`src/rtl/utf8d_pkg.sv`:
```
`timescale 1ns / 1ps
// ----------------------------------------------------------------------------
// utf8d_pkg
// Shared types and constants for the UTF-8 byte stream decoder: field widths,
// result status codes, register indexes and lead byte masks.
// ----------------------------------------------------------------------------
package utf8d_pkg;

    // field widths
    localparam int BYTE_W   = 8;
    localparam int CP_W     = 21;
    localparam int STATUS_W = 2;
    localparam int LEN_W    = 3;
    localparam int LEFT_W   = 2;
    localparam int CFG_IDX_W  = 2;
    localparam int CFG_DATA_W = 3;

    // result status codes
    typedef enum logic [STATUS_W-1:0] {
        ST_CHAR     = 2'd0,
        ST_UNKNOWN  = 2'd1,
        ST_TOO_LONG = 2'd2
    } t_status;

    // configuration register indexes
    localparam logic [CFG_IDX_W-1:0] CFG_IDX_MAX_SEQ_LEN = 2'd0;
    localparam logic [CFG_IDX_W-1:0] CFG_IDX_SUPPRESS    = 2'd1;

    // register reset values
    localparam logic [LEN_W-1:0] MAX_SEQ_LEN_RST = 3'd4;
    localparam logic             SUPPRESS_RST    = 1'b0;

    // sequence lengths
    localparam logic [LEN_W-1:0] LEN_2 = 3'd2;
    localparam logic [LEN_W-1:0] LEN_3 = 3'd3;
    localparam logic [LEN_W-1:0] LEN_4 = 3'd4;

    // lead byte ranges
    localparam logic [BYTE_W-1:0] LEAD2_LO = 8'hC2;
    localparam logic [BYTE_W-1:0] LEAD2_HI = 8'hDF;
    localparam logic [BYTE_W-1:0] LEAD3_LO = 8'hE0;
    localparam logic [BYTE_W-1:0] LEAD3_HI = 8'hEF;
    localparam logic [BYTE_W-1:0] LEAD4_LO = 8'hF0;
    localparam logic [BYTE_W-1:0] LEAD4_HI = 8'hF7;

    // payload masks for lead bytes
    localparam logic [BYTE_W-1:0] LEAD2_MASK = 8'h1F;
    localparam logic [BYTE_W-1:0] LEAD3_MASK = 8'h0F;
    localparam logic [BYTE_W-1:0] LEAD4_MASK = 8'h07;

endpackage

```
`src/rtl/utf8_byte_stream_decoder.sv`:
```
`timescale 1ns / 1ps
// path: a byte is captured in the input register, decoded combinationally and its
//   result is loaded into the result register
// throughput: one byte per cycle, limited only by the output stall
// reset: synchronous, active low; clears the pipeline valids and the sequence
//   state, max_sequence_length returns to 4 and suppress_errors to 0
// ----------------------------------------------------------------------------
// utf8_byte_stream_decoder
// Decodes a stream of UTF-8 bytes into code points. Input register, one
// stage of decode logic with the sequence state, then a result register.
// ----------------------------------------------------------------------------
module utf8_byte_stream_decoder
    import utf8d_pkg::*;
(
    input  logic                  i_clk,
    input  logic                  i_rst_n,
    // byte input channel
    input  logic                  i_in_valid,
    output logic                  o_in_stall,
    input  logic [BYTE_W-1:0]     i_byte_in,
    // result channel
    output logic                  o_out_valid,
    input  logic                  i_out_stall,
    output logic [CP_W-1:0]       o_code_point,
    output logic [STATUS_W-1:0]   o_status,
    // configuration write channel
    input  logic                  i_cfg_valid,
    output logic                  o_cfg_ready,
    input  logic [CFG_IDX_W-1:0]  i_cfg_index,
    input  logic [CFG_DATA_W-1:0] i_cfg_data
);

    // configuration registers
    logic [LEN_W-1:0] r_max_len;
    logic             r_suppress;

    // input register
    logic              r_in_valid;
    logic [BYTE_W-1:0] r_in_byte;

    // sequence state
    logic              r_in_seq;
    logic [LEFT_W-1:0] r_bytes_left;
    logic [CP_W-1:0]   r_accum;
    logic              n_in_seq;
    logic [LEFT_W-1:0] n_bytes_left;
    logic [CP_W-1:0]   n_accum;

    // result register
    logic            r_out_valid;
    logic [CP_W-1:0] r_out_cp;
    t_status         r_out_status;

    // decode outputs
    logic            dec_emit;
    logic [CP_W-1:0] dec_cp;
    t_status         dec_status;
    logic [LEN_W-1:0]  lead_len;
    logic [BYTE_W-1:0] lead_bits;
    logic              lead_ok;
    logic [LEFT_W-1:0] left_dec;

    // handshake control
    logic out_load;
    logic step_fire;

    assign out_load   = !r_out_valid || !i_out_stall;
    assign step_fire  = r_in_valid && out_load;
    assign o_in_stall = r_in_valid && !out_load;
    assign o_cfg_ready = 1'b1;

    // configuration writes
    always_ff @(posedge i_clk) begin
        if (!i_rst_n) begin
            r_max_len  <= MAX_SEQ_LEN_RST;
            r_suppress <= SUPPRESS_RST;
        end else if (i_cfg_valid && o_cfg_ready) begin
            if (i_cfg_index == CFG_IDX_MAX_SEQ_LEN) begin
                r_max_len <= i_cfg_data;
            end else if (i_cfg_index == CFG_IDX_SUPPRESS) begin
                r_suppress <= i_cfg_data[0];
            end
        end
    end

    // input register: takes a beat whenever it is empty or moving on
    always_ff @(posedge i_clk) begin
        if (!i_rst_n) begin
            r_in_valid <= 1'b0;
        end else if (!o_in_stall) begin
            r_in_valid <= i_in_valid;
        end
    end

    always_ff @(posedge i_clk) begin
        if (!o_in_stall && i_in_valid) begin
            r_in_byte <= i_byte_in;
        end
    end

    // lead byte classification
    always_comb begin
        lead_ok   = 1'b1;
        lead_len  = LEN_2;
        lead_bits = '0;
        priority if (r_in_byte >= LEAD2_LO && r_in_byte <= LEAD2_HI) begin
            lead_len  = LEN_2;
            lead_bits = r_in_byte & LEAD2_MASK;
        end else if (r_in_byte >= LEAD3_LO && r_in_byte <= LEAD3_HI) begin
            lead_len  = LEN_3;
            lead_bits = r_in_byte & LEAD3_MASK;
        end else if (r_in_byte >= LEAD4_LO && r_in_byte <= LEAD4_HI) begin
            lead_len  = LEN_4;
            lead_bits = r_in_byte & LEAD4_MASK;
        end else begin
            lead_ok = 1'b0;
        end
    end

    assign left_dec = r_bytes_left - LEFT_W'(1);

    // decode step and next sequence state
    always_comb begin
        n_in_seq     = r_in_seq;
        n_bytes_left = r_bytes_left;
        n_accum      = r_accum;
        dec_emit     = 1'b0;
        dec_cp       = '0;
        dec_status   = ST_CHAR;
        if (r_in_seq) begin
            // continuation beat, taken without any check
            n_accum      = {r_accum[CP_W-7:0], r_in_byte[5:0]};
            n_bytes_left = left_dec;
            if (left_dec == '0) begin
                n_in_seq = 1'b0;
                dec_emit = 1'b1;
                dec_cp   = {r_accum[CP_W-7:0], r_in_byte[5:0]};
            end
        end else if (!r_in_byte[7] && r_in_byte != '0) begin
            // plain ascii, apart from the zero byte
            dec_emit = 1'b1;
            dec_cp   = CP_W'(r_in_byte);
        end else if (!lead_ok) begin
            dec_emit   = !r_suppress;
            dec_status = ST_UNKNOWN;
        end else if (lead_len > r_max_len) begin
            dec_emit   = !r_suppress;
            dec_status = ST_TOO_LONG;
        end else begin
            // open a sequence
            n_in_seq     = 1'b1;
            n_bytes_left = LEFT_W'(lead_len - LEN_W'(1));
            n_accum      = CP_W'(lead_bits);
        end
    end

    // sequence state update
    always_ff @(posedge i_clk) begin
        if (!i_rst_n) begin
            r_in_seq     <= 1'b0;
            r_bytes_left <= '0;
            r_accum      <= '0;
        end else if (step_fire) begin
            r_in_seq     <= n_in_seq;
            r_bytes_left <= n_bytes_left;
            r_accum      <= n_accum;
        end
    end

    // result register
    always_ff @(posedge i_clk) begin
        if (!i_rst_n) begin
            r_out_valid <= 1'b0;
        end else if (out_load) begin
            r_out_valid <= step_fire && dec_emit;
        end
    end

    always_ff @(posedge i_clk) begin
        if (step_fire && dec_emit) begin
            r_out_cp     <= dec_cp;
            r_out_status <= dec_status;
        end
    end

    assign o_out_valid  = r_out_valid;
    assign o_code_point = r_out_cp;
    assign o_status     = r_out_status;

endmodule

```
`config.mk`:
```
export PLATFORM = sky130hd
export DESIGN_NAME = utf8_byte_stream_decoder
export DESIGN_NICKNAME = d
export VERILOG_FILES = /design/src/rtl/utf8d_pkg.sv /design/src/rtl/utf8_byte_stream_decoder.sv
export SDC_FILE = /design/constraint.sdc
export NUM_CORES = 1
export LEC_CHECK = 0
export BUFFER_PORTS_ARGS = -buffer_cell sky130_fd_sc_hd__buf_4
export CAP_MARGIN = 20
export CORE_MARGIN = 4
export CORE_UTILIZATION = 25
export DETAILED_ROUTE_END_ITERATION = 10
export PLACE_DENSITY = 0.47
export SLEW_MARGIN = 10
export SYNTH_ARGS = -nofsm -noshare
export SYNTH_HDL_FRONTEND = slang
export SYNTH_SLANG_ARGS = --single-unit
export TNS_END_PERCENT = 50
```
`constraint.sdc`:
```
create_clock -name i_clk -period 4.95 [get_ports i_clk]
set_input_delay 0.7425 -clock i_clk [delete_from_list [all_inputs] [get_ports i_clk]]
set_output_delay 0.7425 -clock i_clk [all_outputs]
set_load 0.1 [all_outputs]
```
After elaboration in Yosys (flattened, before gate mapping) --
Index checks and enable logic that the tools add are counted.
Cells by class: add/subtract/negate cells 2, magnitude comparators 7, equality and inequality tests 3, multiplexer cells 32, bitwise logic cells 2, reduce and logical (&&, ||, !) cells 24
Operators by type and width (count):
- 2-to-1 mux 15 bit | 4
- 2-to-1 mux 21 bit | 2
- >= comparator 8 bit (second input constant) | 3
- <= comparator 8 bit (second input constant) | 3
- 2-to-1 mux 1 bit | 14
- 2-to-1 mux 3 bit | 4
- 2-to-1 mux 2 bit | 5
- logical AND 1 bit | 8
- 2-to-1 mux 8 bit | 1
- nonzero test 8 bit | 1
- logical NOT 1 bit | 6
- 2-to-1 mux 5 bit | 1
- logical NOT 2 bit | 2
- 2-to-1 mux 4 bit | 1
- inequality test 2 bit (second input constant) | 2
- AND reduction 4 bit | 1
- subtractor 2 x 1 -> 2 bit (second input constant) | 2
- > comparator 3 bit | 1
- AND reduction 3 bit | 1
- OR reduction 3 bit | 1
- == test 2 x 1 -> 1 bit (second input constant) | 1
- NOT 1 bit | 2
- AND reduction 2 bit | 1
- nonzero test 2 bit | 1
- 2 further kinds | 2
Word-level totals: register bits 55, output and inout port bits 26, word-level logic and storage cells 81

Logic depth before layout (Yosys ltp) --
word-level depth 11, mapped depth 10

Least setup slack after synthesis --
OpenSTA, ideal clock, no wires.
path type register to register, start register r_in_byte[5], end register r_out_cp[0] (netlist: o_code_point[0]), enable pin, library setup time 411 ps, data arrival time 2875 ps, data required time 4539 ps, path slack 1664 ps, cell stages (with the launch flop) 10, buffers on the path 0, cells stage by stage edfxtp_1 -> and3_1 -> nand3b_1 -> inv_1 -> ha_1 -> nand3b_1 -> nand2_1 -> a21oi_1 -> or3_1 -> a21oi_1
On the way: word-level cells in the longest chain between the ends 11
RTL lines:
- start, declared | line utf8_byte_stream_decoder.sv:39 | logic [BYTE_W-1:0] r_in_byte;
- start signal, assigned | line utf8_byte_stream_decoder.sv:97 | r_in_byte <= i_byte_in;
- >= comparator 8 bit or <= comparator 8 bit (tied branches) | line utf8_byte_stream_decoder.sv:112 | end else if (r_in_byte >= LEAD4_LO && r_in_byte <= LEAD4_HI) begin
- logical AND 1 bit | line utf8_byte_stream_decoder.sv:112
- 2-to-1 mux 3 bit | line utf8_byte_stream_decoder.sv:112
- 2-to-1 mux 3 bit | line utf8_byte_stream_decoder.sv:109 | end else if (r_in_byte >= LEAD3_LO && r_in_byte <= LEAD3_HI) begin
- 2-to-1 mux 3 bit | line utf8_byte_stream_decoder.sv:106 | priority if (r_in_byte >= LEAD2_LO && r_in_byte <= LEAD2_HI) begin
- > comparator 3 bit | line utf8_byte_stream_decoder.sv:146 | end else if (lead_len > r_max_len) begin
- 2-to-1 mux 1 bit | line utf8_byte_stream_decoder.sv:146
- 2-to-1 mux 1 bit | line utf8_byte_stream_decoder.sv:143 | end else if (!lead_ok) begin
- 2-to-1 mux 1 bit * | line utf8_byte_stream_decoder.sv:139 | end else if (!r_in_byte[7] && r_in_byte != '0) begin
- 2-to-1 mux 1 bit * | line utf8_byte_stream_decoder.sv:130 | if (r_in_seq) begin
- logical AND 1 bit * | line utf8_byte_stream_decoder.sv:180 | if (step_fire && dec_emit) begin
- end signal, assigned | line utf8_byte_stream_decoder.sv:181 | r_out_cp <= dec_cp;
- end, declared | line utf8_byte_stream_decoder.sv:51 | logic [CP_W-1:0] r_out_cp;
Mark *: on every way between the ends. The rest lies on a longest branch, timed or not. A chain may end at the register's enable or synchronous reset.

Worst setup path in the final report --
start register r_in_byte[5], end register r_out_cp[16] (netlist: o_code_point[16]), enable pin
The elaborated chain is that of the path after synthesis.

==> results by group <==
Die
  – Area of the die: 10600 um2
  – # IOs: 44
  – FP Rows: 34
  – Starting Density: 25.8%
  – Core Region: 8760 um2
  – Die height: ~100 um
  – Width of the die: 103 um

Logic synthesis
  – Synthesized area: 2260 um2
  – #FFs+latches synth: 55
  – Cells after Synth: about 190
  – Syn_nets: 213
  – Synth cell types: 38
  – Asr flop ratio synth: 0%
  – Post-synth EDFFs: 31
  – Synth warnings: 0
  – Avg Inst Size Synth: 11.8 um2
  – Sequential element share of the synthesized area: between 60% and 70%
  – Ys flop type: edfxtp_1

Clock network
  – TritonCTS clock tree: built
  – Clock Sinks: 55
  – Worst-skew pair later-pin latency: 0.31 ns
  – Total CTS buffers: 5
  – CTS Root Cell: clkbuf_8
  – H-tree Lvls: 2
  – Clock slew seen by the registers of the worst setup and hold paths: 0.10 ns
  – Clock Tree Buf Depth: 2
  – CTS-repair resized insts: 0
  – Buffer count from post-CTS setup fixing: 0
  – Post-CTS Hold Buffers: 0

Routing
  – Post-DRT Antenna Nets: 0
  – Drt pass-1 iters: 6
  – First DRT Iteration DRCs: 95
  – Via-to-Cell Ratio: 4.48
  – Total wire length: 4670 um
  – Routed wire per std cell: about 14 um
  – Residual DRC: 0
  – Via count: between 1500 and 2000

Power and ir drop
  – Pwr/cell area: 342 nW/um2
  – Leakage: 1.10 nW
  – Worst vdd ir: around 0.00012 V

STA
  – Fin crit period: 2.96 ns
  – RSZ-0062 raised after global routing: no
  – Worst slew pin tran: 0.822 ns
  – Pins Over Slew Limit: 0
  – Final Cycle Share: 59.8%
  – Post-Route Setup TNS: 0 ns
  – # setup viols final: 0
  – WHS: 0.480 ns
  – Final hold vios: 0
  – Fmax: 0.338 GHz
  – Fin Clk Skew: 0.00738 ns
  – Slew HR: 45.1%

Worst setup path
  – CP top delay family: simple AND/OR/NAND/NOR gates
  – Worst r2r src: r_in_byte[5]
  – Req. time, crit path: 4.96 ns
  – R2R setup slack: 1.99 ns
  – WP buf/inv: 2
  – CP max stage delay: about 0.48 ns
  – Worst Reg2Reg Path Length in Cells: 10
  – Max FO, Critical Path: 16
  – Setup crit start: r_in_byte[5]
  – Critical-path cell with the highest stage delay: edfxtp_1
  – CP cell instances: and3_1, nand3b_1, inv_1, ha_1, nand3b_1, nand2_1, a21oi_1, or3_1, a21oi_2, buf_4
  – Worst r2r dst: o_code_point[16]
  – Worst path depth: 10
  – Crit path top cell by count: nand3b_1
  – CP startpoint kind: register
  – CP Class: reg -> reg
  – CP Capture Type: register
  – CP Capture Point: o_code_point[16]
  – Critical Path AT: 2.97 ns

Placement
  – Final HPWL DP: about 3300 um
  – PortBufs: 42
  – GP Congestion: 0.789

Layout
  – Share of cells above drive strength 1: 23.5%
  – Layout area overhead: 22.2%
  – Most frequent cells in the layout: buf_4 (43), edfxtp_1 (31), dfxtp_1 (24)
  – Commonest non-fill, non-tap cell in the layout: buf_4
  – Final net count: 251
  – Fill cells: 900
  – Antenna diode count: 0

Hold path
  – Worst min path class: reg -> reg

Run status
  – Outcome: finished clean

Global route
  – Initial antenna violation count: 0
  – Largest net degree at the start of global routing: 35
  – Global route overflow: 0
  – Global-route wire length before repair: 7870 um
  – Total Routing Usage GR: 9.44%
  – Vias in the first global route: approximately 1600

Flow run
  – Max-cap check violation count: 0
## area by class of cell
type | instances | area (um2) | share of cell area, %
well taps | 108 | 135 | 4.89
flip-flops and latches | 55 | 1410 | 51.1
clock buffers | 5 | 68.8 | 2.49
repair buffers | 43 | 323 | 11.7
clock inverters | 3 | 28.8 | 1.04
multi-input cells | 117 | 771 | 27.9
inverters | 7 | 26.3 | 0.951
## state kept, by name, summed over array words and instances (netlist names)
| name | cells |
|---|---|
| o_code_point | 21 |
| r_in_seq | 1 |
| r_max_len | 3 |
| r_accum | 15 |
| o_out_valid | 1 |
| o_status | 2 |
| r_suppress | 1 |
| r_in_byte | 8 |
| r_in_valid | 1 |
| r_bytes_left | 2 |
## synthesized netlist by cell type (2+ instances only)
cell type	number	area, um2
o211ai_1	2	15.0
nand2_1	16	60.1
nor3b_1	2	15.0
and3_1	17	106
nand3_1	12	60.1
and2b_1	2	15.0
a32o_1	11	110
nor2_1	6	22.5
inv_1	7	26.3
mux2i_1	2	20.0
nor2b_1	9	56.3
nand3b_1	4	30.0
o21a_1	2	15.0
o21ai_0	7	35.0
a21oi_1	6	30.0
clkbuf_1	8	30.0
dfxtp_1	24	480
ha_1	4	50.1
edfxtp_1	31	931
## per-stage QoR
step                area (um2)  instances  setup WS [ns]  utilization [%]  power, mW
global route              2760        338           1.72             31.5      0.996
global placement          2670        330           2.04             30.4      0.700
CTS                       2760        338           1.95             31.5      0.959
finish                    2760        338           1.99             31.5      0.945
floorplan                 2260        191           1.66                -      0.655
detailed placement        2670        330           1.97             30.4      0.699
## worst min-delay path, cell delays in order, from the launching register on
cell	delay (ns)
dfxtp_1	0.32
nand3_1	0.05
o21ai_0	0.06
## power by group
group	total [mW]	switching, mW	internal, mW
sequential	0.519	0.0154	0.504
clock	0.258	0.153	0.105
combinational	0.168	0.126	0.0425
total	0.945	0.294	0.651
## cell families (layout without fill, tap and decap cells)
| kind of cell | after synthesis | count (layout) | synth area share [%] |
|---|---|---|---|
| other | 1 | 1 | 0.166 |
| DFF | 55 | 55 | 62.4 |
| AOI/OAI and AO/OA | 35 | 35 | 11.8 |
| muxes | 2 | 2 | 0.885 |
| buffers and inverters | 19 | 58 | 3.71 |
| adders and majority gates | 4 | 4 | 2.21 |
| and+or+nand+nor | 75 | 75 | 18.8 |
## layer usage
| layer | part of all wire, % | routed length, um | vias to the layer above | track usage [%] |
|---|---|---|---|---|
| met1 | 49 | 2280 | 680 | 13.0 |
| met4 | 1.1 | 53 | 0 | 3.29 |
| li1 | - | - | 782 | - |
| met3 | 6.3 | 295 | 5 | 2.30 |
| met5 | 0 | 0 | - | 0 |
| met2 | 44 | 2040 | 48 | 14.5 |
## worst min-delay path by stage
stage | from | to | slack (ns) | cells after the start
floorplan | r_bytes_left[1] | r_bytes_left[1] | 0.44 | 2
global placement | r_bytes_left[1] | r_bytes_left[1] | 0.46 | 2
detailed placement | r_bytes_left[1] | r_bytes_left[1] | 0.46 | 2
CTS | r_bytes_left[1] | r_bytes_left[1] | 0.48 | 2
global route | r_bytes_left[1] | r_bytes_left[1] | 0.51 | 2
finish | r_bytes_left[1] | r_bytes_left[1] | 0.48 | 2
Note: power is estimated with default switching activity, not from simulation.
